File: src/rtl/crc_checked_frame_receiver_assert.svh
// Assertion macros used by the frame receiver front end.
`ifndef CRC_CHECKED_FRAME_RECEIVER_ASSERT_SVH
`define CRC_CHECKED_FRAME_RECEIVER_ASSERT_SVH

// Consequent must hold in the same cycle as the antecedent.
`define CCFR_ASSERT_SAME(label, ante, cons) \
    label: assert property (@(posedge i_clk) disable iff (!i_rst_n) (ante) |-> (cons)) \
        else $error("frame receiver check failed");

// Consequent must hold in the cycle after the antecedent.
`define CCFR_ASSERT_NEXT(label, ante, cons) \
    label: assert property (@(posedge i_clk) disable iff (!i_rst_n) (ante) |=> (cons)) \
        else $error("frame receiver check failed");

`endif

File: src/rtl/ccfr_pkg.sv
// Types, constants and the CRC-32 helper for the frame receiver.
`timescale 1ns / 1ps
`default_nettype none
package ccfr_pkg;

    typedef enum logic [1:0] {
        PH_HEADER  = 2'd0,
        PH_PAYLOAD = 2'd1,
        PH_HALTED  = 2'd2
    } t_phase;

    localparam logic [1:0] VERDICT_TENTATIVE = 2'd0;
    localparam logic [1:0] VERDICT_GOOD      = 2'd1;
    localparam logic [1:0] VERDICT_BAD_HDR   = 2'd2;
    localparam logic [1:0] VERDICT_BAD_CRC   = 2'd3;

    localparam logic [3:0]  HDR_LAST_POS    = 4'd15;
    localparam logic [15:0] MAX_PAYLOAD_RST = 16'd1536;
    localparam logic [31:0] CRC_POLY        = 32'hEDB88320;
    localparam logic [31:0] CRC_INIT        = 32'hFFFFFFFF;
    localparam logic [7:0]  MAGIC [4]       = '{8'h43, 8'h46, 8'h30, 8'h31};

    typedef struct packed {
        logic [7:0] out_byte;
        logic       frame_end;
        logic [1:0] verdict;
    } t_result;

    function automatic logic [31:0] crc_byte(input logic [31:0] crc_in,
                                             input logic [7:0] data);
        logic [31:0] c;
        c = crc_in ^ {24'd0, data};
        for (int k = 0; k < 8; k++) begin
            c = c[0] ? ((c >> 1) ^ CRC_POLY) : (c >> 1);
        end
        return c;
    endfunction

endpackage
`default_nettype wire

File: src/rtl/ccfr_front.sv
// Front end: header parse, sequence and length checks, payload CRC, result classification.
`timescale 1ns / 1ps
`default_nettype none
`include "crc_checked_frame_receiver_assert.svh"
module ccfr_front (
    input  wire logic               i_clk,
    input  wire logic               i_rst_n,
    input  wire logic               i_in_valid,
    output logic                    o_in_stall,
    input  wire logic [7:0]         i_rx_byte,
    input  wire logic               i_cfg_valid,
    input  wire logic [15:0]        i_cfg_max_payload_bytes,
    input  wire logic               i_q_full,
    output logic                    o_push,
    output ccfr_pkg::t_result       o_push_data
);

    ccfr_pkg::t_phase r_phase, n_phase;
    logic [15:0] r_max;
    logic [15:0] r_pos, n_pos;
    logic [31:0] r_exp_seq, n_exp_seq;
    logic        r_hdr_good, n_hdr_good;
    logic [31:0] r_len, n_len;
    logic [31:0] r_chk, n_chk;
    logic [31:0] r_crc, n_crc;

    logic        accept;
    logic [3:0]  hdr_pos;
    logic [4:0]  sh;
    logic [31:0] byte_sh;
    logic [31:0] crc_upd;
    logic        hdr_bad;
    logic        last_payload;
    logic        crc_ok;

    assign o_in_stall = i_q_full;
    assign accept     = i_in_valid && !i_q_full;
    assign hdr_pos    = r_pos[3:0];
    assign sh         = {hdr_pos[1:0], 3'b000};
    assign byte_sh    = {24'd0, i_rx_byte} << sh;
    assign crc_upd    = ccfr_pkg::crc_byte(r_crc, i_rx_byte);
    assign hdr_bad    = !r_hdr_good || (r_len == 32'd0) || (r_len > {16'd0, r_max});
    assign last_payload = ({1'b0, r_pos} + 17'd1) >= r_len[16:0];
    assign crc_ok     = (~crc_upd) == r_chk;

    // next state
    always_comb begin
        n_phase = r_phase;
        case (r_phase)
            ccfr_pkg::PH_HEADER: begin
                if (accept && hdr_pos == ccfr_pkg::HDR_LAST_POS) begin
                    n_phase = hdr_bad ? ccfr_pkg::PH_HALTED : ccfr_pkg::PH_PAYLOAD;
                end
            end
            ccfr_pkg::PH_PAYLOAD: begin
                if (accept && last_payload) begin
                    n_phase = crc_ok ? ccfr_pkg::PH_HEADER : ccfr_pkg::PH_HALTED;
                end
            end
            ccfr_pkg::PH_HALTED: n_phase = ccfr_pkg::PH_HALTED;
            default:             n_phase = ccfr_pkg::PH_HEADER;
        endcase
    end

    // outputs
    always_comb begin
        o_push      = 1'b0;
        o_push_data = '0;
        case (r_phase)
            ccfr_pkg::PH_HEADER: begin
                if (accept && hdr_pos == ccfr_pkg::HDR_LAST_POS && hdr_bad) begin
                    o_push                = 1'b1;
                    o_push_data.frame_end = 1'b1;
                    o_push_data.verdict   = ccfr_pkg::VERDICT_BAD_HDR;
                end
            end
            ccfr_pkg::PH_PAYLOAD: begin
                if (accept) begin
                    o_push               = 1'b1;
                    o_push_data.out_byte = i_rx_byte;
                    if (last_payload) begin
                        o_push_data.frame_end = 1'b1;
                        o_push_data.verdict   = crc_ok ? ccfr_pkg::VERDICT_GOOD
                                                       : ccfr_pkg::VERDICT_BAD_CRC;
                    end else begin
                        o_push_data.verdict   = ccfr_pkg::VERDICT_TENTATIVE;
                    end
                end
            end
            default: o_push = 1'b0;
        endcase
    end

    // datapath
    always_comb begin
        n_pos      = r_pos;
        n_exp_seq  = r_exp_seq;
        n_hdr_good = r_hdr_good;
        n_len      = r_len;
        n_chk      = r_chk;
        n_crc      = r_crc;
        if (accept) begin
            case (r_phase)
                ccfr_pkg::PH_HEADER: begin
                    case (hdr_pos[3:2])
                        2'd0: begin
                            if (i_rx_byte != ccfr_pkg::MAGIC[hdr_pos[1:0]]) begin
                                n_hdr_good = 1'b0;
                            end
                        end
                        2'd1: begin
                            if (i_rx_byte != r_exp_seq[sh +: 8]) begin
                                n_hdr_good = 1'b0;
                            end
                        end
                        2'd2:    n_len = r_len | byte_sh;
                        default: n_chk = r_chk | byte_sh;
                    endcase
                    n_pos = (hdr_pos == ccfr_pkg::HDR_LAST_POS) ? 16'd0 : r_pos + 16'd1;
                    n_crc = ccfr_pkg::CRC_INIT;
                end
                ccfr_pkg::PH_PAYLOAD: begin
                    n_crc = crc_upd;
                    if (last_payload) begin
                        if (crc_ok) begin
                            n_exp_seq  = r_exp_seq + 32'd1;
                            n_pos      = 16'd0;
                            n_hdr_good = 1'b1;
                            n_len      = 32'd0;
                            n_chk      = 32'd0;
                            n_crc      = ccfr_pkg::CRC_INIT;
                        end
                    end else begin
                        n_pos = r_pos + 16'd1;
                    end
                end
                default: n_pos = r_pos;
            endcase
        end
    end

    always_ff @(posedge i_clk) begin
        if (!i_rst_n) begin
            r_phase    <= ccfr_pkg::PH_HEADER;
            r_max      <= ccfr_pkg::MAX_PAYLOAD_RST;
            r_pos      <= 16'd0;
            r_exp_seq  <= 32'd0;
            r_hdr_good <= 1'b1;
            r_len      <= 32'd0;
            r_chk      <= 32'd0;
            r_crc      <= ccfr_pkg::CRC_INIT;
        end else begin
            r_phase    <= n_phase;
            r_pos      <= n_pos;
            r_exp_seq  <= n_exp_seq;
            r_hdr_good <= n_hdr_good;
            r_len      <= n_len;
            r_chk      <= n_chk;
            r_crc      <= n_crc;
            if (i_cfg_valid) begin
                r_max <= i_cfg_max_payload_bytes;
            end
        end
    end

    `CCFR_ASSERT_SAME(a_push_needs_accept, o_push, accept)
    `CCFR_ASSERT_NEXT(a_halt_sticks, i_rst_n && r_phase == ccfr_pkg::PH_HALTED,
                      r_phase == ccfr_pkg::PH_HALTED)
    `CCFR_ASSERT_SAME(a_payload_len_bounded, r_phase == ccfr_pkg::PH_PAYLOAD,
                      r_len[31:16] == 16'd0 && r_len != 32'd0)
    `CCFR_ASSERT_NEXT(a_seq_steps_on_good,
                      i_rst_n && o_push && o_push_data.verdict == ccfr_pkg::VERDICT_GOOD,
                      r_exp_seq == $past(r_exp_seq) + 32'd1)

endmodule
`default_nettype wire

File: src/rtl/ccfr_queue.sv
// Short result queue between the front end and the output stage.
`timescale 1ns / 1ps
`default_nettype none
module ccfr_queue #(
    parameter int DEPTH = 2
) (
    input  wire logic               i_clk,
    input  wire logic               i_rst_n,
    input  wire logic               i_push,
    input  wire ccfr_pkg::t_result  i_push_data,
    output logic                    o_full,
    input  wire logic               i_pop,
    output logic                    o_empty,
    output ccfr_pkg::t_result       o_pop_data
);

    localparam int PTR_W = (DEPTH > 1) ? $clog2(DEPTH) : 1;
    localparam int CNT_W = $clog2(DEPTH + 1);

    ccfr_pkg::t_result r_mem [DEPTH];
    logic [PTR_W-1:0]  r_wr, n_wr;
    logic [PTR_W-1:0]  r_rd, n_rd;
    logic [CNT_W-1:0]  r_cnt, n_cnt;
    logic              do_push, do_pop;

    assign o_full     = r_cnt == CNT_W'(DEPTH);
    assign o_empty    = r_cnt == '0;
    assign o_pop_data = r_mem[r_rd];
    assign do_push    = i_push && !o_full;
    assign do_pop     = i_pop && !o_empty;

    always_comb begin
        n_wr  = r_wr;
        n_rd  = r_rd;
        n_cnt = r_cnt + CNT_W'(do_push) - CNT_W'(do_pop);
        if (do_push) begin
            n_wr = (r_wr == PTR_W'(DEPTH - 1)) ? '0 : r_wr + PTR_W'(1);
        end
        if (do_pop) begin
            n_rd = (r_rd == PTR_W'(DEPTH - 1)) ? '0 : r_rd + PTR_W'(1);
        end
    end

    always_ff @(posedge i_clk) begin
        if (do_push) begin
            r_mem[r_wr] <= i_push_data;
        end
    end

    always_ff @(posedge i_clk) begin
        if (!i_rst_n) begin
            r_wr  <= '0;
            r_rd  <= '0;
            r_cnt <= '0;
        end else begin
            r_wr  <= n_wr;
            r_rd  <= n_rd;
            r_cnt <= n_cnt;
        end
    end

endmodule
`default_nettype wire

File: src/rtl/ccfr_back.sv
// Output stage: drains the result queue into the registered output channel.
`timescale 1ns / 1ps
`default_nettype none
module ccfr_back (
    input  wire logic               i_clk,
    input  wire logic               i_rst_n,
    input  wire logic               i_q_empty,
    input  wire ccfr_pkg::t_result  i_q_data,
    output logic                    o_pop,
    output logic                    o_out_valid,
    input  wire logic               i_out_stall,
    output ccfr_pkg::t_result       o_out_data
);

    logic              r_valid;
    ccfr_pkg::t_result r_data;

    assign o_pop       = !i_q_empty && (!r_valid || !i_out_stall);
    assign o_out_valid = r_valid;
    assign o_out_data  = r_data;

    always_ff @(posedge i_clk) begin
        if (o_pop) begin
            r_data <= i_q_data;
        end
    end

    always_ff @(posedge i_clk) begin
        if (!i_rst_n) begin
            r_valid <= 1'b0;
        end else if (o_pop) begin
            r_valid <= 1'b1;
        end else if (!i_out_stall) begin
            r_valid <= 1'b0;
        end
    end

endmodule
`default_nettype wire

File: src/rtl/crc_checked_frame_receiver.sv
// Top level of the CRC-checked sequenced frame receiver.
`timescale 1ns / 1ps
`default_nettype none
// Takes one stream byte per cycle while o_in_stall is low; a result passes through the
// result queue and then the output register. Each frame is a 16-byte header ("CF01",
// then little-endian sequence, length and payload CRC-32) and its payload; payload
// bytes come out with verdict 0, the last one with frame_end set and verdict 1 (good)
// or 3 (bad CRC); a bad header gives one result with verdict 2.
// Any error halts the receiver until reset; bytes are still taken but give nothing.
// The CRC unit handles a whole byte per cycle; o_in_stall rises only when the
// QUEUE_DEPTH-entry result queue is full. Write max_payload_bytes only while idle.
module crc_checked_frame_receiver #(
    parameter int QUEUE_DEPTH = 2
) (
    input  wire logic        i_clk,
    input  wire logic        i_rst_n,
    input  wire logic        i_in_valid,
    output logic             o_in_stall,
    input  wire logic [7:0]  i_rx_byte,
    output logic             o_out_valid,
    input  wire logic        i_out_stall,
    output logic [7:0]       o_out_byte,
    output logic             o_frame_end,
    output logic [1:0]       o_verdict,
    input  wire logic        i_cfg_valid,
    output logic             o_cfg_ready,
    input  wire logic [15:0] i_cfg_max_payload_bytes
);

    logic              push, q_full, pop, q_empty;
    ccfr_pkg::t_result push_data, q_data, out_data;

    assign o_cfg_ready = 1'b1;

    ccfr_front u_front (
        .i_clk                   (i_clk),
        .i_rst_n                 (i_rst_n),
        .i_in_valid              (i_in_valid),
        .o_in_stall              (o_in_stall),
        .i_rx_byte               (i_rx_byte),
        .i_cfg_valid             (i_cfg_valid),
        .i_cfg_max_payload_bytes (i_cfg_max_payload_bytes),
        .i_q_full                (q_full),
        .o_push                  (push),
        .o_push_data             (push_data)
    );

    ccfr_queue #(
        .DEPTH (QUEUE_DEPTH)
    ) u_queue (
        .i_clk       (i_clk),
        .i_rst_n     (i_rst_n),
        .i_push      (push),
        .i_push_data (push_data),
        .o_full      (q_full),
        .i_pop       (pop),
        .o_empty     (q_empty),
        .o_pop_data  (q_data)
    );

    ccfr_back u_back (
        .i_clk       (i_clk),
        .i_rst_n     (i_rst_n),
        .i_q_empty   (q_empty),
        .i_q_data    (q_data),
        .o_pop       (pop),
        .o_out_valid (o_out_valid),
        .i_out_stall (i_out_stall),
        .o_out_data  (out_data)
    );

    assign o_out_byte  = out_data.out_byte;
    assign o_frame_end = out_data.frame_end;
    assign o_verdict   = out_data.verdict;

endmodule
`default_nettype wire
File: config.mk
export PLATFORM = sky130hd
export DESIGN_NAME = crc_checked_frame_receiver
export DESIGN_NICKNAME = d
export VERILOG_FILES = /design/src/rtl/ccfr_pkg.sv /design/src/rtl/ccfr_front.sv /design/src/rtl/ccfr_queue.sv /design/src/rtl/ccfr_back.sv /design/src/rtl/crc_checked_frame_receiver.sv
export VERILOG_INCLUDE_DIRS = /design/src /design/src/rtl
export SDC_FILE = /design/constraint.sdc
export NUM_CORES = 1
export LEC_CHECK = 0
export BUFFER_PORTS_ARGS = -buffer_cell sky130_fd_sc_hd__buf_2
export CAP_MARGIN = 10
export CORE_AREA = 2 2 126 128
export CTS_BUF_LIST = sky130_fd_sc_hd__clkbuf_8
export DETAILED_ROUTE_END_ITERATION = 10
export DIE_AREA = 0 0 128 130
export PLACE_DENSITY_LB_ADDON = 0.2
export SYNTH_ARGS = -nofsm -noshare
export SYNTH_HDL_FRONTEND = slang
export SYNTH_HIERARCHICAL = 1
export SYNTH_SLANG_ARGS = --single-unit
File: constraint.sdc
create_clock -name i_clk -period 6.95 [get_ports i_clk]
set_clock_uncertainty 0.1 [all_clocks]
set_input_delay 1.39 -clock i_clk [delete_from_list [all_inputs] [get_ports i_clk]]
set_output_delay 1.39 -clock i_clk [all_outputs]
set_load 0.005 [all_outputs]
==> run metrics, run 1 <==
top-count cell post-synth dfxtp_1; max-slew violations 0; switching pwr 0.000648 W; CTS Buffer Depth 3; H-tree depth reported by CTS 2; Internal Dissipation 0.00189 W; RR Startpoint u_front/r_pos[0]; n_diodes 0; fillcell total 1140; Port-buffer cells 41; Register Area 4370 µm²; Placer Congestion 0.885; Setup violations, final 0; switching part of the total power 25.6%; CP Launch Point u_front/r_pos[0]; area of the multi-input gates 5550 µm²; prevailing post-synth register cell dfxtp_1; largest area contributor in the netlist dfxtp_1; largest family of logic cells by synthesized area simple AND/OR/NAND/NOR gates; XOR/XNOR share of the synthesized area 16.0%; Mapped Nets 1180; CTS Sinks 202; Required @ worst endpoint 7.27 ns; post-synthesis mux area share 5.19%; Post-Synth Adder-Cell Area 4.73%; DP HPWL 16600 µm; post-route antenna net violation count 0; Root Driver clkbuf_8; Final Cycle Share 86.5%; Die Footprint 16600 µm²; vias in the first global route 7545; CTS resizes 0; worst vdd ir 183 µV; largest net degree at the start of global routing 50; Yosys top cell area share 32.8%; I/O pin count 43; share of cells above drive strength 1 13.0%; Synth area leaders dfxtp_1 33%, edfxtp_1 9.6%, xnor2_1 8.8%, ha_1 4.7%, nor2_1 4.1%; worst rel slew slack 24.1%; Final Net Count 1220; Max FO, Critical Path 28; wire per inst 17.3 µm; Via-to-Cell Ratio 5.84; gr ovfl total 0; actual slew at the worst max-slew pin 1.14 ns; HP Start u_front/r_len[30]; num rows 46; Layout Utilization 73.7%; DRT Pass-1 Iters 8; clock share of power 43.6%; simple-gate share of the synthesized area 17.9%; Post-synth EDFFs 33; Final Hold Fails 0; Achievable Freq 166 MHz; CP Class flip-flop to flip-flop; post-synthesis cell area 10300 µm²; library cells used by synthesis 61; first-pass GRT wire length 38500 µm; drt initial violations 678; WL final 23700 µm; Vias 8008; status finished clean; Worst Setup Start Kind flip-flop; Power Dens Cells 223 nW/µm²; initial antenna violation count 0; post-route minimum period 6.01 ns; static leakage 4.21 nW; Die W 128 µm; Clock transition at path regs 0.06 ns; RSZ-0062 raised after global routing no; Core Footprint 15400 µm²; sequential area share after synthesis 42.4%; Compound-Gate Fraction of Synth Area 9.79%; Setup TNS Final 0 ns; Seq pwr share 47.3%; Mapped Avg Cell Area 9.27 µm²; Vert. Die Dim 130 µm; CTS Hold Bufs 0; Arr. time, crit path 6.33 ns; Total Routing Usage GR 29.0%; commonest cells in the netlist 169 x dfxtp_1, 114 x nor2_1, 111 x nand2_1; synthesized flop and latch total 202; Post-Synthesis Cells 1112; combinational power share 9.1%; clk_lat worst skew 0.53 ns; TritonCTS clock tree done; Crit. End Element flip-flop; maxcap violations 0; DRC errors left 0; Initial Utilization 66.9%; Min-Delay Path Class flip-flop to flip-flop; Ys Warns 6; Synth async-reset ratio 0%; overall power after layout 0.00253 W; Setup Buffers After CTS 0; synth-to-layout area growth 10.2%; cts bufs inserted 36
layout by cell type, fill, tap and decap left out, drive strengths merged, types with 7 or more instances in the layout:
master / n
xor2: 51
o21ai: 80
and2: 8
inv: 63
mux2: 12
dfxtp: 169
buf: 47
nor2: 114
nor3: 26
nand2: 111
clkinv: 10
mux4: 8
nor4: 23
o21a: 8
mux2i: 22
ha: 39
nand4: 15
nand3: 35
clkbuf: 43
edfxtp: 33
or2: 7
nor2b: 9
and3: 19
xnor2: 112
a21oi: 53
power by group through the flow:
stage,Clock (W),Sequential [W],Combinational (W)
finish,0.00110,0.00120,0.000231
global route,0.00118,0.00120,0.000251
CTS,0.00112,0.00120,0.000228
detailed placement,0,0.00122,0.000226
global placement,0,0.00122,0.000224
floorplan,0,0.00122,0.000175
critical path, stage by stage (launching register included):
cell and delay [ns]:
dfxtp_1 0.94, ha_1 0.35, and3_1 0.21, nand3_1 0.16, nor2_1 0.20, nor2b_1 0.08, or2_2 0.30, ha_1 0.29
and4_1 0.25, o211ai_1 0.10, a311o_1 0.40, nand2_1 0.22, nand3_1 0.46, inv_1 0.43, nand4_4 0.44, or4_1 0.67
xnor2_1 0.14, and2_1 0.15
stage by stage:
step / hold WS [ns] / instances / setup slack (ns) / cell area, µm²
global placement: 0.326 / 1306 / 1.21 / 10600
floorplan: 0.316 / 1112 / 2.32 / 10300
finish: 0.350 / 1371 / 0.938 / 11400
detailed placement: 0.334 / 1306 / 1.07 / 10600
global route: 0.368 / 1371 / 0.417 / 11400
CTS: 0.347 / 1371 / 1.04 / 11400
flip-flops by register name, summed over array words and instances (netlist names), named ones only:
register and count:
u_queue/r_rd 1, u_front/r_phase 2, u_queue/r_wr 1, u_front/r_exp_seq 32, u_front/r_hdr_good 1, u_front/r_chk 32
u_front/r_len 32, u_back/o_out_data 11, u_queue/r_mem 22, u_front/r_max 16, u_front/r_pos 16, u_queue/r_cnt 2
u_front/r_crc 32, u_back/o_out_valid 1
metal layers:
| metal | track usage (%) | vias up | part of all wire, % |
|---|---|---|---|
| met5 | 0 | - | 0 |
| met4 | 10.7 | 0 | 2.9 |
| met3 | 3.90 | 59 | 5.7 |
| li1 | - | 3905 | - |
| met1 | 41.5 | 3773 | 47 |
| met2 | 45.5 | 271 | 44 |
logic make-up (layout without fill, tap and decap cells):
group / after synthesis / count (layout)
buffers and inverters: 101 / 168
xor gates and xnor gates: 167 / 167
AOI/OAI and AO/OA: 172 / 172
and+or+nand+nor: 388 / 388
other: 1 / 1
DFF: 202 / 202
muxes: 42 / 42
adders and majority gates: 39 / 39
worst paths after layout:
path	endpoint	slack, ns	depth (start not counted)
worst max-delay path	u_front/r_exp_seq[11]	0.94	17
worst min-delay path	u_front/r_len[30]	0.35	2
worst max register to register	u_front/r_exp_seq[11]	0.94	17
worst min register to register	u_front/r_len[30]	0.35	2
area by class of cell:
type / count / area share (%)
Clock buffer: 43 / 5.21
Multi-Input combinational cell: 809 / 48.8
Inverter: 56 / 1.85
Tap cell: 192 / 2.11
Timing Repair Buffer: 47 / 2.31
Sequential cell: 202 / 38.5
Clock inverter: 22 / 1.17
(Power assumes the default switching activity.)
==> inputs of run 2 (changes only) <==
--- a/config.mk
+++ b/config.mk
@@ -10,9 +10,11 @@
 export CAP_MARGIN = 10
 export CORE_AREA = 2 2 126 128
 export CTS_BUF_LIST = sky130_fd_sc_hd__clkbuf_8
+export CTS_CLUSTER_DIAMETER = 50
 export DETAILED_ROUTE_END_ITERATION = 10
 export DIE_AREA = 0 0 128 130
-export PLACE_DENSITY_LB_ADDON = 0.2
+export PLACE_DENSITY = 0.89
+export RECOVER_POWER = 25
 export SYNTH_ARGS = -nofsm -noshare
 export SYNTH_HDL_FRONTEND = slang
 export SYNTH_HIERARCHICAL = 1
==> run 2 against run 1 <==
- the run now ends with capacitance limit, slew limit left
- power shrank 2.5%
- via count rose by 3.3%
- fmax is 4.9% higher
- hold slack gained 0.0044 ns
- sequential share of layout area grew 0.16 points
- critical endpoint unchanged
- first-iteration DRC count up 5.9%
- flip-flop and latch count is the same
==> run metrics, run 2 (synthesized netlist as in run 1, its figures left out) <==
fillcell total 1045 (-8.3%); worst rel slew slack -2.54% (-27 points); share of cells above drive strength 1 12.0% (-1.0 points); Arr. time, crit path 6.03 ns (-0.30 ns); Required @ worst endpoint 7.25 ns (-0.02 ns); wire per inst 18.0 µm (+4.1%); status complete, but fails checks; DRT Pass-1 Iters 5 (-3); Final Hold Fails 0 (unchanged); Die W 128 µm (unchanged); maxcap violations 1 (+1); area of the multi-input gates 5550 µm² (unchanged); Core Footprint 15400 µm² (unchanged); RSZ-0062 raised after global routing no; post-route minimum period 5.73 ns (-0.282 ns); Root Driver clkbuf_8; worst vdd ir 268 µV (+46%); failing checks capacitance limit, slew limit; DP HPWL 17200 µm (+4.1%); Crit. End Element flip-flop; initial antenna violation count 0 (unchanged); cts bufs inserted 35 (-2.8%); most frequent cells in the layout 169 x dfxtp_1, 114 x nor2_1, 111 x nand2_1, 104 x xnor2_1, 79 x o21ai_0; Placer Congestion 0.942 (+6.4%); worst hold stages 2 (unchanged); Worst Hold Path EP u_front/r_len[21]; CTS Sinks 202 (unchanged); max incr delay on CP 0.70 ns (-0.24 ns); Setup Buffers After CTS 0 (unchanged); Achievable Freq 175 MHz (+4.9%); Final Cycle Share 82.4% (-4.1 points); DRC errors left 0 (unchanged); actual slew at the worst max-slew pin 1.54 ns (+0.403 ns); gr ovfl total 0 (unchanged); CTS Buffer Depth 3 (unchanged); commonest non-fill, non-tap cell in the layout dfxtp_1; CP Class flip-flop to flip-flop; Clock transition at path regs 0.06 ns (about the same); Initial Utilization 66.9% (unchanged); largest net degree at the start of global routing 35 (-30%); Setup violations, final 0 (unchanged); I/O pin count 43 (unchanged); static leakage 4.21 nW (about the same); RR Startpoint u_front/r_pos[0]; TritonCTS clock tree done; Via-to-Cell Ratio 6.04 (+3.4%); Total Routing Usage GR 30.0% (+0.95 points); Die Footprint 16600 µm² (unchanged); post-route antenna net violation count 0 (unchanged); H-tree depth reported by CTS 2 (unchanged); overall power after layout 0.00247 W (-2.5%); WL final 24600 µm (+4.0%); Power Dens Cells 218 nW/µm² (-2.1%); CP delay by family, top simple AND/OR/NAND/NOR gates; max-slew violations 28 (+28); Vias 8275 (+3.3%); Max FO, Critical Path 28 (unchanged); Setup TNS Final 0 ns (unchanged); CP max stage cell dfxtp_1; n_diodes 0 (unchanged); CP Cell Sequence ha_1 -> and3_1 -> nand3_1 -> nor2_1 -> nor2b_1 -> or2_2 -> ha_1 -> and4_1 -> o211ai_1 -> a311o_1 -> nand2_1 -> nand3_1 -> inv_1 -> nand4_4 -> or4_1 -> xnor2_1 -> and2_1; Vert. Die Dim 130 µm (unchanged); vias in the first global route 8062 (+6.9%); first-pass GRT wire length 39700 µm (+3.2%); Worst R2R Setup Slack 1.22 ns (+0.28 ns); Register Area 4370 µm² (unchanged); drt initial violations 718 (+5.9%); worst reg2reg path depth 17 (unchanged); num rows 46 (unchanged); clk_lat worst skew 0.52 ns (about the same); Final Net Count 1222 (+0.16%); CTS Hold Bufs 0 (unchanged); Worst Setup Start Kind flip-flop; Min-Delay Path Class flip-flop to flip-flop; HP Start u_front/r_len[21]; Buf/Inv on CP 1 (unchanged); Port-buffer cells 41 (unchanged); Worst R2R End u_front/r_exp_seq[11]; synth-to-layout area growth 9.72%; CTS resizes 0 (unchanged)
run 2: through the flow:
stage / utilization (%) / instance area [µm²] / setup WS [ns] / hold slack, ns / instances
after floorplan: - / 10300 / 2.32 / 0.316 / 1112
after global placement: 69.0 / 10600 / 1.56 / 0.328 / 1309
after detailed placement: 69.0 / 10600 / 1.32 / 0.340 / 1309
after CTS: 73.4 / 11300 / 1.32 / 0.353 / 1370
after global routing: 73.4 / 11300 / 0.798 / 0.382 / 1370
final: 73.4 / 11300 / 1.22 / 0.354 / 1370
run 2: per-layer routing:
metal	vias to the layer above	wire, µm	track usage [%]
met5	-	0	0
met4	0	806	12.3
li1	3890	-	-
met3	83	2020	6.56
met2	358	12100	51.4
met1	3944	9730	37.0
run 2: worst reg2reg max path, delay by kind of cell (launching register included):
| kind | cells | cell delay (ns) |
|---|---|---|
| buffers and inverters | 1 | 0.41 |
| and+or+nand+nor | 11 | 3.13 |
| DFF | 1 | 0.70 |
| xor gates and xnor gates | 1 | 0.13 |
| AOI/OAI and AO/OA | 2 | 0.50 |
| adders and majority gates | 2 | 0.64 |
run 2: final cells by class:
type / count / area share, %
Multi-Input combinational cell: 809 / 49.0
Inverter: 56 / 1.86
Tap cell: 192 / 2.12
Clock inverter: 20 / 1.03
Sequential cell: 202 / 38.7
Timing Repair Buffer: 50 / 2.30
Clock buffer: 41 / 4.99
run 2: worst max-delay path by stage:
stage / startpoint / endpoint / slack (ns) / depth (start not counted)
2_1_floorplan: i_rx_byte[5] / u_front/r_exp_seq[11] / 2.32 / 11
3_3_place_gp: u_front/r_pos[0] / u_front/r_exp_seq[11] / 1.56 / 17
3_5_place_dp: u_front/r_pos[0] / u_front/r_exp_seq[11] / 1.32 / 17
4_1_cts: u_front/r_pos[0] / u_front/r_exp_seq[11] / 1.32 / 17
5_1_grt: u_front/r_pos[0] / u_front/r_exp_seq[11] / 0.80 / 17
6_report: u_front/r_pos[0] / u_front/r_exp_seq[11] / 1.22 / 17
run 2: power breakdown:
group	total, W	switching (W)	internal, W
combinational	0.000229	0.000138	0.0000910
clock	0.00104	0.000471	0.000573
sequential	0.00120	0.00000616	0.00119
==> inputs of run 3 (changes only) <==
--- a/config.mk
+++ b/config.mk
@@ -8,12 +8,12 @@
 export LEC_CHECK = 0
 export BUFFER_PORTS_ARGS = -buffer_cell sky130_fd_sc_hd__buf_2
 export CAP_MARGIN = 10
-export CORE_AREA = 2 2 126 128
+export CORE_AREA = 2 2 137 139
 export CTS_BUF_LIST = sky130_fd_sc_hd__clkbuf_8
 export CTS_CLUSTER_DIAMETER = 50
 export DETAILED_ROUTE_END_ITERATION = 10
-export DIE_AREA = 0 0 128 130
-export PLACE_DENSITY = 0.89
+export DIE_AREA = 0 0 139 141
+export PLACE_DENSITY = 0.8
 export RECOVER_POWER = 25
 export SYNTH_ARGS = -nofsm -noshare
 export SYNTH_HDL_FRONTEND = slang
==> constraint.sdc (replaced) <==
create_clock -name i_clk -period 5.15 [get_ports i_clk]
set_clock_uncertainty 0.1 [all_clocks]
set_input_delay 1.03 -clock i_clk [delete_from_list [all_inputs] [get_ports i_clk]]
set_output_delay 1.03 -clock i_clk [all_outputs]
set_load 0.005 [all_outputs]
==> run 3 against run 2 <==
- the run now ends clean
- global-route usage is 4.4 points lower
- fmax up 22%
- first-iteration DRC count decreased by 7.8%
- register-to-register slack worse by 0.76 ns
- design area increased by 2.5%
- flip-flop and latch count unchanged
==> run metrics, run 3 (synthesized netlist as in run 1, its figures left out) <==
Root Driver clkbuf_8; RSZ-0062 raised after global routing no; fillcell total 1495 (+43%); post-route cell area 11600 µm² (+2.5%); Initial Utilization 56.5% (-10 points); Final Hold Fails 0 (unchanged); largest net degree at the start of global routing 63 (+80%); Die Footprint 19600 µm² (+18%); Clock transition at path regs 0.07 ns (about the same); CTS Sinks 202 (unchanged); CP max stage cell nor4_1; Core Footprint 18300 µm² (+18%); I/O pin count 43 (unchanged); post-route minimum period 4.69 ns (-1.04 ns); Vert. Die Dim 141 µm (+8.5%); Total Routing Usage GR 25.6% (-4.4 points); H-tree depth reported by CTS 2 (unchanged); Setup TNS Final 0 ns (unchanged); DP Area 10800 µm² (+1.4%); Power Dens Cells 310 nW/µm² (+42%); DRT Pass-1 Iters 6 (+1); Required @ worst endpoint 5.41 ns (-1.84 ns); n_diodes 0 (unchanged); Setup violations, final 0 (unchanged); Vias 8333 (+0.70%); CTS resizes 0 (unchanged); Port-buffer cells 41 (unchanged); drt initial violations 662 (-7.8%); post-route antenna net violation count 0 (unchanged); worst vdd ir 185 µV (-31%); initial antenna violation count 0 (unchanged); Most common cell on crit path buf_4; status finished clean; Max FO, Critical Path 21 (-25%); Via-to-Cell Ratio 5.83 (-3.5%); max-slew violations 0 (-100%); vias in the first global route 8117 (+0.68%); num rows 50 (+8.7%); CP Cell Sequence buf_4 -> and3_1 -> nand3_1 -> nor2_1 -> and3_1 -> nand3_1 -> xnor2_1 -> ha_1 -> nand4_1 -> nor2_1 -> a31oi_1 -> a21oi_1 -> a211oi_1 -> buf_4 -> nand2_1 -> nand3_1 -> inv_1 -> buf_4 -> nand4_4 -> buf_4 -> nor4_1 -> xnor2_1 -> nor2_1; clk_lat worst skew 0.54 ns (+0.02 ns); actual slew at the worst max-slew pin 1.36 ns (-0.177 ns); CP Class flip-flop to flip-flop; Final Cycle Share 91.1% (+8.7 points); DP HPWL 17700 µm (+2.6%); DRC errors left 0 (unchanged); first-pass GRT wire length 41100 µm (+3.4%); worst rel slew slack 9.23% (+12 points); most frequent cells in the layout 169 x dfxtp_1, 114 x nor2_1, 111 x nand2_1, 104 x xnor2_1, 79 x o21ai_0; commonest non-fill, non-tap cell in the layout dfxtp_1; CTS Buffer Depth 3 (unchanged); Worst Setup Start Kind flip-flop; gr ovfl total 0 (unchanged); Die W 139 µm (+8.6%); Achievable Freq 213 MHz (+22%); Crit. End Element flip-flop; TritonCTS clock tree done; share of cells above drive strength 1 13.5% (+1.5 points); Arr. time, crit path 4.95 ns (-1.08 ns); Final Net Count 1237 (+1.2%); static leakage 4.32 nW (+2.6%); wire per inst 17.6 µm (-2.2%); Placer Congestion 0.899 (-4.5%); max incr delay on CP 0.39 ns (-0.31 ns); WL final 25200 µm (+2.1%); synth-to-layout area growth 12.4%; Min-Delay Path Class flip-flop to flip-flop; cts bufs inserted 36 (+2.9%); maxcap violations 0 (-1)
==> run 3: cell types whose count changed in the layout (fill, tap and decap cells not counted), sizes merged <==
cell and change:
clkinv +5, clkbuf +4, inv -4, clkinvlp -3, a21oi +1, buf +12
bufinv +3
==> run 3: path summary, 6_finish.rpt <==
kind	from	slack, ns	depth (start not counted)	endpoint
min reg2reg	u_front/r_len[30]	0.35	2	u_front/r_len[30]
min	u_front/r_len[30]	0.35	2	u_front/r_len[30]
max reg2reg	u_front/r_pos[1]	0.46	23	u_front/r_exp_seq[18]
max	u_front/r_pos[1]	0.46	23	u_front/r_exp_seq[18]
==> run 3: power breakdown <==
| group | internal (W) | switching, W | total, W | leakage, nW |
|---|---|---|---|---|
| registers | 0.00161 | 0.00000575 | 0.00161 | 1.59 |
| clock network | 0.000979 | 0.000670 | 0.00165 | 0.444 |
| logic | 0.000128 | 0.000201 | 0.000329 | 2.28 |
| total | 0.00272 | 0.000877 | 0.00359 | 4.32 |
==> run 3: per-layer routing <==
layer | track usage (%) | vias up | wire, µm
met5 | 0 | - | 0
met4 | 8.51 | 0 | 665
met3 | 5.40 | 66 | 2080
met2 | 42.3 | 365 | 11900
met1 | 33.8 | 3967 | 10600
li1 | - | 3935 | -
==> run 3: layout make-up <==
| type | count | area (µm²) | share of cell area (%) |
|---|---|---|---|
| Inverter | 56 | 210 | 1.81 |
| Clock buffer | 44 | 606 | 5.22 |
| Clock inverter | 21 | 199 | 1.72 |
| Sequential cell | 202 | 4370 | 37.7 |
| Tap cell | 234 | 293 | 2.53 |
| Multi-Input combinational cell | 810 | 5560 | 47.9 |
| Timing Repair Buffer | 63 | 355 | 3.06 |
==> run 3: stage by stage <==
stage / setup slack [ns] / std cells / hold slack, ns / util (%) / total power (W)
2_1_floorplan: 0.882 / 1112 / 0.316 / - / 0.00188
3_3_place_gp: 0.501 / 1364 / 0.325 / 59.1 / 0.00196
3_5_place_dp: 0.392 / 1364 / 0.336 / 59.1 / 0.00197
4_1_cts: 0.411 / 1429 / 0.350 / 63.5 / 0.00362
5_1_grt: 0.0805 / 1430 / 0.396 / 63.5 / 0.00372
6_report: 0.458 / 1430 / 0.349 / 63.5 / 0.00359
==> run 3: critical path, delay by kind of cell, from the launching register on <==
family                   cells  cell delay, ns
AO/OA/AOI/OAI                3            0.34
adder cells (fa/ha/maj)      1            0.31
XOR/XNOR                     2            0.35
flip-flops                   1            0.35
buffers and inverters        5            1.16
AND/OR/NAND/NOR             12            1.88
==> run 3: timing repair <==
item                                    4_1_cts  5_1_grt
setup buffers                                 0        0
hold buffers                                  0        0
endpoints found under the setup margin        0       10
